--- src/sv/gcq_pkg.sv ---
// ----------------------------------------------------------------------------
// Gregorian calendar query package
// Field widths, calendar constants, pipeline stage types and the small
// calendar tables used by the query pipeline.
// ----------------------------------------------------------------------------
package gcq_pkg;

    // Field widths.
    localparam int unsigned DAY_W    = 5;
    localparam int unsigned MON_W    = 4;
    localparam int unsigned YEAR_W   = 14;
    localparam int unsigned DOY_W    = 9;
    localparam int unsigned SER_W    = 22;
    localparam int unsigned WD_W     = 3;
    localparam int unsigned MASK_W   = 7;
    localparam int unsigned CFG_IDX_W = 2;
    localparam int unsigned Q25_W    = 10;
    localparam int unsigned C100_W   = 8;
    localparam int unsigned P4_W     = YEAR_W - 2;
    localparam int unsigned Y365_W   = YEAR_W + DOY_W;
    localparam int unsigned PROD_W   = 2 * YEAR_W;
    localparam int unsigned DSUM_W   = 6;

    // Configuration register indexes.
    localparam logic [CFG_IDX_W-1:0] REG_WEEKEND_MASK  = 2'd0;
    localparam logic [CFG_IDX_W-1:0] REG_WEEK_LAST_DAY = 2'd1;

    // Reset values of the configuration registers.
    localparam logic [MASK_W-1:0] WEEKEND_MASK_RST  = 7'd96;
    localparam logic [WD_W-1:0]   WEEK_LAST_DAY_RST = 3'd6;

    // Calendar constants.
    localparam logic [YEAR_W-1:0] YEAR_MAX    = 14'd9999;
    localparam logic [MON_W-1:0]  MON_FEB     = 4'd2;
    localparam logic [MON_W-1:0]  MON_DEC     = 4'd12;
    localparam logic [DOY_W-1:0]  DAYS_YEAR   = 9'd365;
    localparam logic [DOY_W-1:0]  DAYS_LEAP   = 9'd366;
    localparam logic [WD_W-1:0]   DAYS_WEEK   = 3'd7;

    // Division by 25 as a multiply by ceil(2^18 / 25); exact below 43690.
    localparam int unsigned      RECIP_SHIFT = 18;
    localparam logic [YEAR_W-1:0] RECIP_25   = 14'd10486;
    localparam logic [4:0]        FIVE_SQ    = 5'd25;

    typedef struct packed {
        logic [DAY_W-1:0]  d;
        logic [MON_W-1:0]  m;
        logic [YEAR_W-1:0] y;
    } t_date;

    // After the divide-by-25 multipliers.
    typedef struct packed {
        t_date             dt;
        logic [Q25_W-1:0]  q25;
        logic [C100_W-1:0] c100;
    } t_s1;

    // After validity, leap year, day of year and the 365 * (year - 1) term.
    typedef struct packed {
        logic              ok;
        logic              leap;
        logic [DOY_W-1:0]  doy;
        logic [DAY_W-1:0]  dim;
        logic [DAY_W-1:0]  d;
        logic [Y365_W-1:0] y365;
        logic [P4_W-1:0]   p4;
        logic [C100_W-1:0] c100;
    } t_s2;

    // After the serial day numbers.
    typedef struct packed {
        logic              ok;
        logic              inc;
        logic [SER_W-1:0]  s;
        logic [SER_W-1:0]  e;
        logic [DAY_W-1:0]  dtm;
        logic [DOY_W-1:0]  dty;
    } t_s3;

    // After the day difference and the first weekday fold.
    typedef struct packed {
        logic              ok;
        logic [SER_W-1:0]  between;
        logic [DSUM_W-1:0] dsum;
        logic [DAY_W-1:0]  dtm;
        logic [DOY_W-1:0]  dty;
    } t_s4;

    // Days in a month; zero for a month number that means nothing.
    function automatic logic [DAY_W-1:0] month_days(input logic [MON_W-1:0] m,
                                                    input logic leap);
        logic [DAY_W-1:0] r;
        case (m)
            4'd1, 4'd3, 4'd5, 4'd7, 4'd8, 4'd10, 4'd12: r = 5'd31;
            4'd4, 4'd6, 4'd9, 4'd11:                    r = 5'd30;
            4'd2:    r = leap ? 5'd29 : 5'd28;
            default: r = '0;
        endcase
        return r;
    endfunction

    // Days in the year before the first of the month, common year.
    function automatic logic [DOY_W-1:0] month_start(input logic [MON_W-1:0] m);
        logic [DOY_W-1:0] r;
        case (m)
            4'd1:    r = 9'd0;
            4'd2:    r = 9'd31;
            4'd3:    r = 9'd59;
            4'd4:    r = 9'd90;
            4'd5:    r = 9'd120;
            4'd6:    r = 9'd151;
            4'd7:    r = 9'd181;
            4'd8:    r = 9'd212;
            4'd9:    r = 9'd243;
            4'd10:   r = 9'd273;
            4'd11:   r = 9'd304;
            4'd12:   r = 9'd334;
            default: r = '0;
        endcase
        return r;
    endfunction

    // Since 8 is 1 modulo 7, the sum of the octal digits keeps the residue.
    function automatic logic [DSUM_W-1:0] octal_sum(input logic [SER_W-1:0] v);
        logic [SER_W+1:0]  w;
        logic [DSUM_W-1:0] acc;
        w   = {2'b00, v};
        acc = '0;
        for (int k = 0; k < (SER_W + 2) / 3; k++) begin
            acc = acc + DSUM_W'(w[3*k +: 3]);
        end
        return acc;
    endfunction

    // Residue modulo 7 of a digit sum of at most 63.
    function automatic logic [WD_W-1:0] mod7_fold(input logic [DSUM_W-1:0] x);
        logic [3:0] t;
        t = 4'(x[5:3]) + 4'(x[2:0]);
        if (t >= 4'(DAYS_WEEK)) begin
            t = t - 4'(DAYS_WEEK);
        end
        if (t >= 4'(DAYS_WEEK)) begin
            t = t - 4'(DAYS_WEEK);
        end
        return t[WD_W-1:0];
    endfunction

endpackage

--- src/sv/gregorian_calendar_query.sv ---
// ----------------------------------------------------------------------------
// Gregorian calendar query
// Five-stage pipeline that turns a start date and an end date into the start
// weekday, week, month and year remainders and the day count between them.
// ----------------------------------------------------------------------------
// Usage:
// One input beat carries a start date, an end date and an include-end flag.
// One output beat carries the matching result; beats leave in arrival order.
// Both channels use valid and stall; the receiver of a channel drives stall.
// Throughput is one beat per cycle while the output is not stalled: every
// stage is a register stage with its own valid bit, and a stage loads
// whenever it is empty or the stage after it moves, so bubbles close up
// while the output is stalled. The input stalls only when all five stages
// hold a beat and the output is stalled.
// Each date becomes a serial day number: two divide-by-25 multipliers give
// the century terms, a constant multiply gives 365 * (year - 1), and the
// weekday is the serial number modulo 7, folded over octal digits.
// The configuration port is always ready; write it only while the pipeline
// is empty. Reset empties the pipeline and loads the default weekend mask
// (Friday and Saturday) and last day of week (Saturday).
// When either date is not a real date every output field is zero.
module gregorian_calendar_query
    import gcq_pkg::*;
(
    input  logic                  i_clk,
    input  logic                  i_rst_n,
    // Configuration write channel.
    input  logic                  i_cfg_valid,
    output logic                  o_cfg_ready,
    input  logic [CFG_IDX_W-1:0]  i_cfg_index,
    input  logic [MASK_W-1:0]     i_cfg_data,
    // Query input channel.
    input  logic                  i_valid,
    output logic                  o_stall,
    input  logic [DAY_W-1:0]      i_start_day,
    input  logic [MON_W-1:0]      i_start_month,
    input  logic [YEAR_W-1:0]     i_start_year,
    input  logic [DAY_W-1:0]      i_end_day,
    input  logic [MON_W-1:0]      i_end_month,
    input  logic [YEAR_W-1:0]     i_end_year,
    input  logic                  i_include_end,
    // Result output channel.
    output logic                  o_valid,
    input  logic                  i_stall,
    output logic                  o_date_valid,
    output logic [WD_W-1:0]       o_week_day,
    output logic                  o_is_end_of_week,
    output logic                  o_is_weekend,
    output logic                  o_is_business_day,
    output logic [WD_W-1:0]       o_days_to_week_end,
    output logic [DAY_W-1:0]      o_days_to_month_end,
    output logic [DOY_W-1:0]      o_days_to_year_end,
    output logic [SER_W-1:0]      o_days_between
);

    localparam int unsigned NSTG = 5;

    // Configuration registers.
    logic [MASK_W-1:0] r_weekend_mask;
    logic [WD_W-1:0]   r_week_last_day;

    // Stage valid bits and load enables.
    logic [NSTG-1:0] r_vld;
    logic [NSTG-1:0] w_rdy;

    // Stage payloads; index 0 is the start date, index 1 the end date.
    t_s1 r_s1 [2];
    logic r_inc1;
    t_s1 n_s1 [2];
    t_s2 r_s2 [2];
    logic r_inc2;
    t_s2 n_s2 [2];
    t_s3 r_s3;
    t_s3 n_s3;
    t_s4 r_s4;
    t_s4 n_s4;

    // Output registers.
    logic              r_date_valid;
    logic [WD_W-1:0]   r_week_day;
    logic              r_is_end_of_week;
    logic              r_is_weekend;
    logic              r_is_business_day;
    logic [WD_W-1:0]   r_days_to_week_end;
    logic [DAY_W-1:0]  r_days_to_month_end;
    logic [DOY_W-1:0]  r_days_to_year_end;
    logic [SER_W-1:0]  r_days_between;

    logic              n_date_valid;
    logic [WD_W-1:0]   n_week_day;
    logic              n_is_end_of_week;
    logic              n_is_weekend;
    logic              n_is_business_day;
    logic [WD_W-1:0]   n_days_to_week_end;
    logic [DAY_W-1:0]  n_days_to_month_end;
    logic [DOY_W-1:0]  n_days_to_year_end;
    logic [SER_W-1:0]  n_days_between;

    t_date w_in [2];

    assign w_in[0] = '{d: i_start_day, m: i_start_month, y: i_start_year};
    assign w_in[1] = '{d: i_end_day, m: i_end_month, y: i_end_year};

    // A stage loads when it is empty or its content moves on.
    always_comb begin
        w_rdy[NSTG-1] = !r_vld[NSTG-1] || !i_stall;
        for (int k = NSTG - 2; k >= 0; k--) begin
            w_rdy[k] = !r_vld[k] || w_rdy[k+1];
        end
    end

    assign o_stall     = !w_rdy[0];
    assign o_valid     = r_vld[NSTG-1];
    assign o_cfg_ready = 1'b1;

    // Configuration writes; an index beyond the list is ignored.
    always_ff @(posedge i_clk) begin
        if (!i_rst_n) begin
            r_weekend_mask  <= WEEKEND_MASK_RST;
            r_week_last_day <= WEEK_LAST_DAY_RST;
        end else if (i_cfg_valid && o_cfg_ready) begin
            case (i_cfg_index)
                REG_WEEKEND_MASK:  r_weekend_mask  <= i_cfg_data;
                REG_WEEK_LAST_DAY: r_week_last_day <= i_cfg_data[WD_W-1:0];
                default: ;
            endcase
        end
    end

    // Valid bits travel with their beats.
    always_ff @(posedge i_clk) begin
        if (!i_rst_n) begin
            r_vld <= '0;
        end else begin
            if (w_rdy[0]) begin
                r_vld[0] <= i_valid;
            end
            for (int k = 1; k < NSTG; k++) begin
                if (w_rdy[k]) begin
                    r_vld[k] <= r_vld[k-1];
                end
            end
        end
    end

    // Stage 1: year / 25 and (year - 1) / 100 by reciprocal multiplies.
    always_comb begin
        logic [YEAR_W-1:0] p;
        logic [PROD_W-1:0] prod_y;
        logic [PROD_W-1:0] prod_p;
        for (int i = 0; i < 2; i++) begin
            p      = w_in[i].y - YEAR_W'(1);
            prod_y = PROD_W'(w_in[i].y) * PROD_W'(RECIP_25);
            prod_p = PROD_W'(p[YEAR_W-1:2]) * PROD_W'(RECIP_25);
            n_s1[i].dt   = w_in[i];
            n_s1[i].q25  = prod_y[RECIP_SHIFT +: Q25_W];
            n_s1[i].c100 = prod_p[RECIP_SHIFT +: C100_W];
        end
    end

    always_ff @(posedge i_clk) begin
        if (w_rdy[0]) begin
            r_s1   <= n_s1;
            r_inc1 <= i_include_end;
        end
    end

    // Stage 2: leap year, date check, day of year and 365 * (year - 1).
    always_comb begin
        logic              z25;
        logic              leap;
        logic [DAY_W-1:0]  dim;
        logic [YEAR_W-1:0] p;
        t_date             dt;
        for (int i = 0; i < 2; i++) begin
            dt   = r_s1[i].dt;
            z25  = ({1'b0, dt.y} == (YEAR_W + 1)'(r_s1[i].q25) * (YEAR_W + 1)'(FIVE_SQ));
            leap = (dt.y[1:0] == 2'b00) && (!z25 || (dt.y[3:0] == 4'b0000));
            dim  = month_days(dt.m, leap);
            p    = dt.y - YEAR_W'(1);
            n_s2[i].ok   = (dt.y != '0) && (dt.y <= YEAR_MAX) && (dt.m != '0)
                           && (dt.m <= MON_DEC) && (dt.d != '0) && (dt.d <= dim);
            n_s2[i].leap = leap;
            n_s2[i].doy  = month_start(dt.m) + DOY_W'(dt.d)
                           + DOY_W'(leap && (dt.m > MON_FEB));
            n_s2[i].dim  = dim;
            n_s2[i].d    = dt.d;
            n_s2[i].y365 = Y365_W'(p) * Y365_W'(DAYS_YEAR);
            n_s2[i].p4   = p[YEAR_W-1:2];
            n_s2[i].c100 = r_s1[i].c100;
        end
    end

    always_ff @(posedge i_clk) begin
        if (w_rdy[1]) begin
            r_s2   <= n_s2;
            r_inc2 <= r_inc1;
        end
    end

    // Stage 3: serial day numbers and the month and year remainders.
    always_comb begin
        logic [SER_W-1:0] ser [2];
        logic [DOY_W-1:0] ylen;
        for (int i = 0; i < 2; i++) begin
            ser[i] = SER_W'(r_s2[i].y365) + SER_W'(r_s2[i].p4) - SER_W'(r_s2[i].c100)
                     + SER_W'(r_s2[i].c100[C100_W-1:2]) + SER_W'(r_s2[i].doy);
        end
        ylen      = r_s2[0].leap ? DAYS_LEAP : DAYS_YEAR;
        n_s3.ok   = r_s2[0].ok && r_s2[1].ok;
        n_s3.inc  = r_inc2;
        n_s3.s    = ser[0];
        n_s3.e    = ser[1];
        n_s3.dtm  = r_s2[0].dim - r_s2[0].d + DAY_W'(1);
        n_s3.dty  = ylen - r_s2[0].doy + DOY_W'(1);
    end

    always_ff @(posedge i_clk) begin
        if (w_rdy[2]) begin
            r_s3 <= n_s3;
        end
    end

    // Stage 4: day difference and the octal digit sum of the start number.
    always_comb begin
        logic [SER_W-1:0] diff;
        diff         = (r_s3.s < r_s3.e) ? (r_s3.e - r_s3.s) : '0;
        n_s4.ok      = r_s3.ok;
        n_s4.between = diff + SER_W'(r_s3.inc);
        n_s4.dsum    = octal_sum(r_s3.s);
        n_s4.dtm     = r_s3.dtm;
        n_s4.dty     = r_s3.dty;
    end

    always_ff @(posedge i_clk) begin
        if (w_rdy[3]) begin
            r_s4 <= n_s4;
        end
    end

    // Stage 5: weekday, week flags and zeroing of invalid queries.
    always_comb begin
        logic [WD_W-1:0] wd;
        logic            wend;
        logic [WD_W-1:0] to_week;
        wd   = mod7_fold(r_s4.dsum);
        wend = r_weekend_mask[wd];
        if (r_week_last_day == DAYS_WEEK) begin
            to_week = '0;
        end else if (r_week_last_day >= wd) begin
            to_week = r_week_last_day - wd;
        end else begin
            to_week = r_week_last_day + DAYS_WEEK - wd;
        end
        n_date_valid        = r_s4.ok;
        n_week_day          = r_s4.ok ? wd : '0;
        n_is_end_of_week    = r_s4.ok && (wd == r_week_last_day);
        n_is_weekend        = r_s4.ok && wend;
        n_is_business_day   = r_s4.ok && !wend;
        n_days_to_week_end  = r_s4.ok ? to_week : '0;
        n_days_to_month_end = r_s4.ok ? r_s4.dtm : '0;
        n_days_to_year_end  = r_s4.ok ? r_s4.dty : '0;
        n_days_between      = r_s4.ok ? r_s4.between : '0;
    end

    always_ff @(posedge i_clk) begin
        if (w_rdy[4]) begin
            r_date_valid        <= n_date_valid;
            r_week_day          <= n_week_day;
            r_is_end_of_week    <= n_is_end_of_week;
            r_is_weekend        <= n_is_weekend;
            r_is_business_day   <= n_is_business_day;
            r_days_to_week_end  <= n_days_to_week_end;
            r_days_to_month_end <= n_days_to_month_end;
            r_days_to_year_end  <= n_days_to_year_end;
            r_days_between      <= n_days_between;
        end
    end

    assign o_date_valid        = r_date_valid;
    assign o_week_day          = r_week_day;
    assign o_is_end_of_week    = r_is_end_of_week;
    assign o_is_weekend        = r_is_weekend;
    assign o_is_business_day   = r_is_business_day;
    assign o_days_to_week_end  = r_days_to_week_end;
    assign o_days_to_month_end = r_days_to_month_end;
    assign o_days_to_year_end  = r_days_to_year_end;
    assign o_days_between      = r_days_between;

    // An invalid query leaves every result field at zero.
    a_invalid_zero: assert property (@(posedge i_clk) disable iff (!i_rst_n)
        (o_valid && !o_date_valid) |-> (o_week_day == '0 && o_days_between == '0
            && o_days_to_month_end == '0 && o_days_to_year_end == '0
            && !o_is_weekend && !o_is_business_day && !o_is_end_of_week))
        else $error("invalid query with nonzero result fields");

    // A valid query is a weekend day or a business day, never both.
    a_day_kind: assert property (@(posedge i_clk) disable iff (!i_rst_n)
        (o_valid && o_date_valid) |-> (o_is_weekend != o_is_business_day))
        else $error("weekend and business-day flags disagree");

    // A valid query has a real weekday and at least one day left in month and year.
    a_ranges: assert property (@(posedge i_clk) disable iff (!i_rst_n)
        (o_valid && o_date_valid) |-> (o_week_day < DAYS_WEEK
            && o_days_to_month_end != '0 && o_days_to_year_end != '0))
        else $error("weekday or remainder out of range");

    // With a real last day of week, zero days left means the week ends today.
    a_week_end: assert property (@(posedge i_clk) disable iff (!i_rst_n)
        (o_valid && o_date_valid && r_week_last_day != DAYS_WEEK)
            |-> ((o_days_to_week_end == '0) == o_is_end_of_week))
        else $error("end-of-week flag and days to week end disagree");

    // The input stalls only when every stage holds a beat.
    a_full_stall: assert property (@(posedge i_clk) disable iff (!i_rst_n)
        o_stall |-> (r_vld == '1 && i_stall))
        else $error("input stalled while the pipeline has room");

endmodule

--- config.mk ---
export PLATFORM = sky130hd
export DESIGN_NAME = gregorian_calendar_query
export DESIGN_NICKNAME = d
export VERILOG_FILES = /design/src/sv/gcq_pkg.sv /design/src/sv/gregorian_calendar_query.sv
export SDC_FILE = /design/constraint.sdc
export NUM_CORES = 2
export LEC_CHECK = 0
export BUFFER_PORTS_ARGS = -buffer_cell sky130_fd_sc_hd__buf_2
export CAP_MARGIN = 5
export CORE_MARGIN = 2
export CORE_UTILIZATION = 60
export CTS_BUF_LIST = sky130_fd_sc_hd__clkbuf_8
export DETAILED_ROUTE_END_ITERATION = 16
export GPL_TIMING_DRIVEN = 0
export PLACE_DENSITY = 0.8
export SYNTH_ARGS = -nofsm -noshare
export SYNTH_HDL_FRONTEND = slang
export SYNTH_SLANG_ARGS = --single-unit
--- constraint.sdc ---
create_clock -name i_clk -period 7.72 [get_ports i_clk]
set_clock_uncertainty 0.2 [all_clocks]
set_input_delay 0.772 -clock i_clk [delete_from_list [all_inputs] [get_ports i_clk]]
set_output_delay 0.772 -clock i_clk [all_outputs]
set_load 0.02 [all_outputs]
# Word level (Yosys, flattened, before mapping)
# Memories as Yosys holds them, arrays and structs flattened. A register that Yosys moved wholly into a read port is not among the register bits.
# Cells that the tools add are included.
# totals
in_bits,61
ramBits,0
latchBits,0
out_inout_bits,49
reg_bits,363
rom_bits,288
n_memories,2
# classes
mul,8
magnitude_cmp,13
shift,0
n_eq_ne,29
muxes,13
div,0
reduce_logical,53
add_sub_neg,35
n_bitwise,1
# mem_list
memory,words,width,read_ports,rd_ports_with_merged_regs,wr,line_no,source
(name not given),16,9,1,1,0,gcq_pkg.sv:105,case (m)
(name not given),16,9,1,1,0,gcq_pkg.sv:105,
# op_table
op,count
"14-bit by 1-bit subtractor with 14-bit output, second input constant",4
"14-bit by 13-bit multiplier with 27-bit output, second input constant",2
"12-bit by 13-bit multiplier with 25-bit output, second input constant",2
22-bit by 12-bit adder with 22-bit output,2
22-bit by 6-bit adder with 22-bit output,2
22-bit by 9-bit adder with 22-bit output,2
"14-bit by 9-bit multiplier with 22-bit output, second input constant",2
22-bit by 8-bit subtractor with 22-bit output,2
"4-bit equality test, second input constant",10
"4-bit by 3-bit equality test with 1-bit output, second input constant",8
14-bit by 15-bit equality test with 1-bit output,2
"10-bit by 5-bit multiplier with 15-bit output, second input constant",2
5-bit case mux with 3 select lines,2
"14-bit less-or-equal comparator, second input constant",2
14-bit nonzero test,2
22-bit by 1-bit adder with 22-bit output,1
22-bit < comparator,1
22-bit 2-to-1 mux,1
22-bit subtractor,1
6-bit by 3-bit adder with 6-bit output,3
9-bit by 1-bit adder with 9-bit output,2
9-bit by 5-bit adder with 9-bit output,2
1-bit logical AND,18
"4-bit by 2-bit equality test with 1-bit output, second input constant",4
other kinds (38),73

# Depth between registers and ports, before layout
# logic_depth
depth_word,9
depth_mapped,31
ltp_nobuf,31

# Least setup slack after synthesis
# No wires, ideal clock.
# synth_timing
kind,input -> register
start,input i_end_year[2]
end,"register r_s1, in the netlist n_s2[7] (data pin)"
arrival_time_ns,6.837
t_required_ns,7.258
slack_ns,0.421
path_stages,30
setup_ns,0.262
n_path_buf,0
cell_sequence,inv_1 ha_1 a21boi_0 nand2b_1 nand3_1 a21boi_0 o21ai_0 a21boi_0 xnor2_1 inv_1 ha_1 inv_1 ha_1 or2_2 ha_1 inv_1 fa_1 inv_1 fa_1 inv_1 fa_1 inv_1 ha_1 o21a_1 nand2_1 o311ai_0 o211ai_1 nand4b_1 a21oi_1 xor2_1
# synth_lines
element,line_no,source
start: declaration,gregorian_calendar_query.sv:40,"input logic [YEAR_W-1:0] i_end_year,"
end signal: assignment,gregorian_calendar_query.sv:163,r_s1 <= n_s1;
end: declaration,gregorian_calendar_query.sv:67,t_s1 r_s1 [2];

==> results.cfg <==
[status]
run_status = completed

[cts]
clk_pin_slew_worst_paths_ns = 0.06
cts_buffers = 67
clock_latency_ns = 0.65
clockBufferDepth = 3
htreeDepth = 3
cts_num_sinks = 379
cts_tree = yes
cts_root_buf = clkbuf_8

[timing]
max_freq_mhz = 136
fin_crit_ns = 7.34
rsz0062_at_grt = no
setup_viol = 0
tightest_slew_ns = 1.13
holdWs_ns = 0.0892
fin_crit_sh = 0.951
slew_headroom = 0.230
hold_violations = 0
finalWorstSetupSlack_ns = 0.379
slew_violations = 0

[worst_setup_path]
crit_fanout = 7
worst-path-buf-inv = 7
cp.required_ns = 7.91
setup.worst_path.end_class = flop
start_kind = input pin
crit_path_frequent_cell = inv_1
arrival_ns = 7.53
cp_top_family = adder cells
slowest_delay_ns = 0.50
crit_slowest_cell = fa_1
path_class = in -> reg

[logic_synthesis]
synth_edf_count = 346
async_flop_share = 0
syn_avg_cell_area_um2 = 10.9
yosys_register_bits = 379
yosysTopAreaCell = edfxtp_1
synthCells = 3639
yosysTopAreaCellShare = 0.261
syn-num-nets = 4834
synthesis.area_mm2 = 0.0397
ys_seq_area_frac = 0.278
ys_top_cells_by_area = edfxtp_1, ha_1, fa_1
yosys_warnings = 0
synth.most_common_cell = inv_1
ys_top_cells_by_count = inv_1, ha_1, fa_1, edfxtp_1, xnor2_1
ys_types = 87
ys.flop_type = edfxtp_1

[final_layout]
drive_above_1_share = 0.0653
syn_to_final_growth_pct = 7.76
num-nets-final = 5015

[place]
portBuffers = 108
hpwlAfterDp_mm = 62.9
gp_congestion = 0.919
pre_cts_ws_ns = -0.748

[die]
start_util = 0.606
die_y_um = 261
die_area_mm2 = 0.0683
die_x_um = 261
core_mm2 = 0.0656
rows = 94
io_pins = 110

[global_route]
globalRouteOverflowTotal = 0
antenna_found_initial = 5
grt_pass1_wl_mm = 126
grt.total_usage = 0.230
grt_pass1_vias = 26208
grt_max_degree = 67

[run]
cap_violations = 0

[detailed_routing]
via_per_inst = 5.38
drc = 0
ant_nets = 0
dr.first_iter.drc_count = 1406
drt_wl_total_mm = 75.3
dr_total_vias = 25506
wire_per_inst_um = 15.9
drt_pass1_iterations = 6

[hold_path]
hold_path.class = in -> reg
==> flip-flops by register name (all words and copies together), names as in the netlist, named ones only <==
name / count
r_s2: 113
r_inc1: 1
n_date_valid: 1
o_days_to_week_end: 3
n_s4: 15
r_week_last_day: 3
o_days_to_year_end: 9
o_days_to_month_end: 5
n_s2: 26
o_date_valid: 1
o_days_between: 22
o_is_business_day: 1
r_vld: 5
r_inc2: 1
r_s1: 56
o_is_weekend: 1
r_s3: 45
o_is_end_of_week: 1
o_week_day: 3
r_weekend_mask: 7
r_s4: 42
==> final timing paths <==
kind,from,endpoint,slack (ns),depth (start not counted)
setup / recovery,i_end_year[2],n_s2[7]$_DFFE_PN_,0.38,30
hold / removal,i_end_day[1],n_s2[44]$_DFFE_PN_,0.09,1
setup reg to reg,r_s1[20]$_DFFE_PN_,r_s2[41]$_DFFE_PP_,1.08,21
hold reg to reg,n_s2[3]$_DFFE_PN_,r_s2[3]$_DFFE_PP_,0.22,0
==> logic make-up after synthesis <==
family | count (synthesis) | share of synthesized area
adders and majority gates | 1135 | 0.428
AOI/OAI and AO/OA | 442 | 0.0751
buffers and inverters | 817 | 0.0775
muxes | 32 | 0.00856
and+or+nand+nor | 575 | 0.0749
other | 1 | 0.0000944
xor gates and xnor gates | 258 | 0.0572
DFF | 379 | 0.278
==> worst register-to-register path, stage by stage (launching register included) <==
cell	delay, ns
edfxtp_1	0.50
nor3_1	0.29
nor3b_1	0.32
nand2_1	0.18
nor3b_1	0.34
nand2_1	0.11
xor2_1	0.40
inv_1	0.19
ha_1	0.41
fa_1	0.51
inv_1	0.06
fa_1	0.54
inv_1	0.05
fa_1	0.43
ha_1	0.37
nand3_1	0.11
nand2_1	0.05
a41o_1	0.22
o41ai_1	0.57
o211ai_1	0.20
a21o_1	0.22
xnor2_1	0.12
==> layer usage <==
metal | GRT usage | up-vias | routed length [um]
li1 | - | 12551 | -
met1 | 0.294 | 12338 | 32600
met2 | 0.396 | 472 | 37000
met3 | 0.0361 | 139 | 3530
met4 | 0.0824 | 6 | 2140
met5 | 0 | - | 34
==> stage by stage <==
step | instances | instance area (um2) | utilization | setup TNS, ns
finish | 4739 | 42800 | 0.653 | 0
global route | 4737 | 42800 | 0.653 | 0
CTS | 4736 | 42800 | 0.652 | 0
detailed placement | 4615 | 41500 | 0.632 | -4.45
global placement | 4611 | 41400 | 0.630 | -3.63
floorplan | 3639 | 39700 | - | 0
==> layout by cell type, fill, tap and decap left out, drive strengths merged, types with 19 or more instances in the layout <==
cell type,Yosys,final
nand3,50,50
xor2,74,74
dfxtp,33,33
nand4,19,19
inv,790,818
and3,22,22
o21ai,77,77
and2,52,52
o21a,37,37
nor2,128,128
nand2b,26,26
a21oi,116,116
edfxtp,346,346
mux2i,25,25
xnor2,184,184
buf,7,119
nor2b,46,46
a21o,64,64
fa,377,377
nor3,54,54
ha,757,757
nand2,107,107
clkbuf,20,95
==> final cells by class <==
| class | count | area [um2] |
|---|---|---|
| Antenna cell | 3 | 7.51 |
| Inverter | 790 | 2970 |
| Tap cell | 864 | 1080 |
| Timing Repair Buffer | 112 | 636 |
| Clock buffer | 75 | 1030 |
| Fill cell | 4954 | 22800 |
| Sequential cell | 379 | 11100 |
| Buffer | 27 | 119 |
| Multi-Input combinational cell | 2443 | 25600 |
| Clock inverter | 46 | 308 |
==> repair_timing <==
item / CTS / global route
resized for setup: 1 / 3
setup buffers: 0 / 0
endpoints found under the setup margin: 2 / 7
hold buffers: 0 / 0
Power is not shown: default switching activity piles up to over one toggle a cycle in this logic, so the estimate is an artifact.
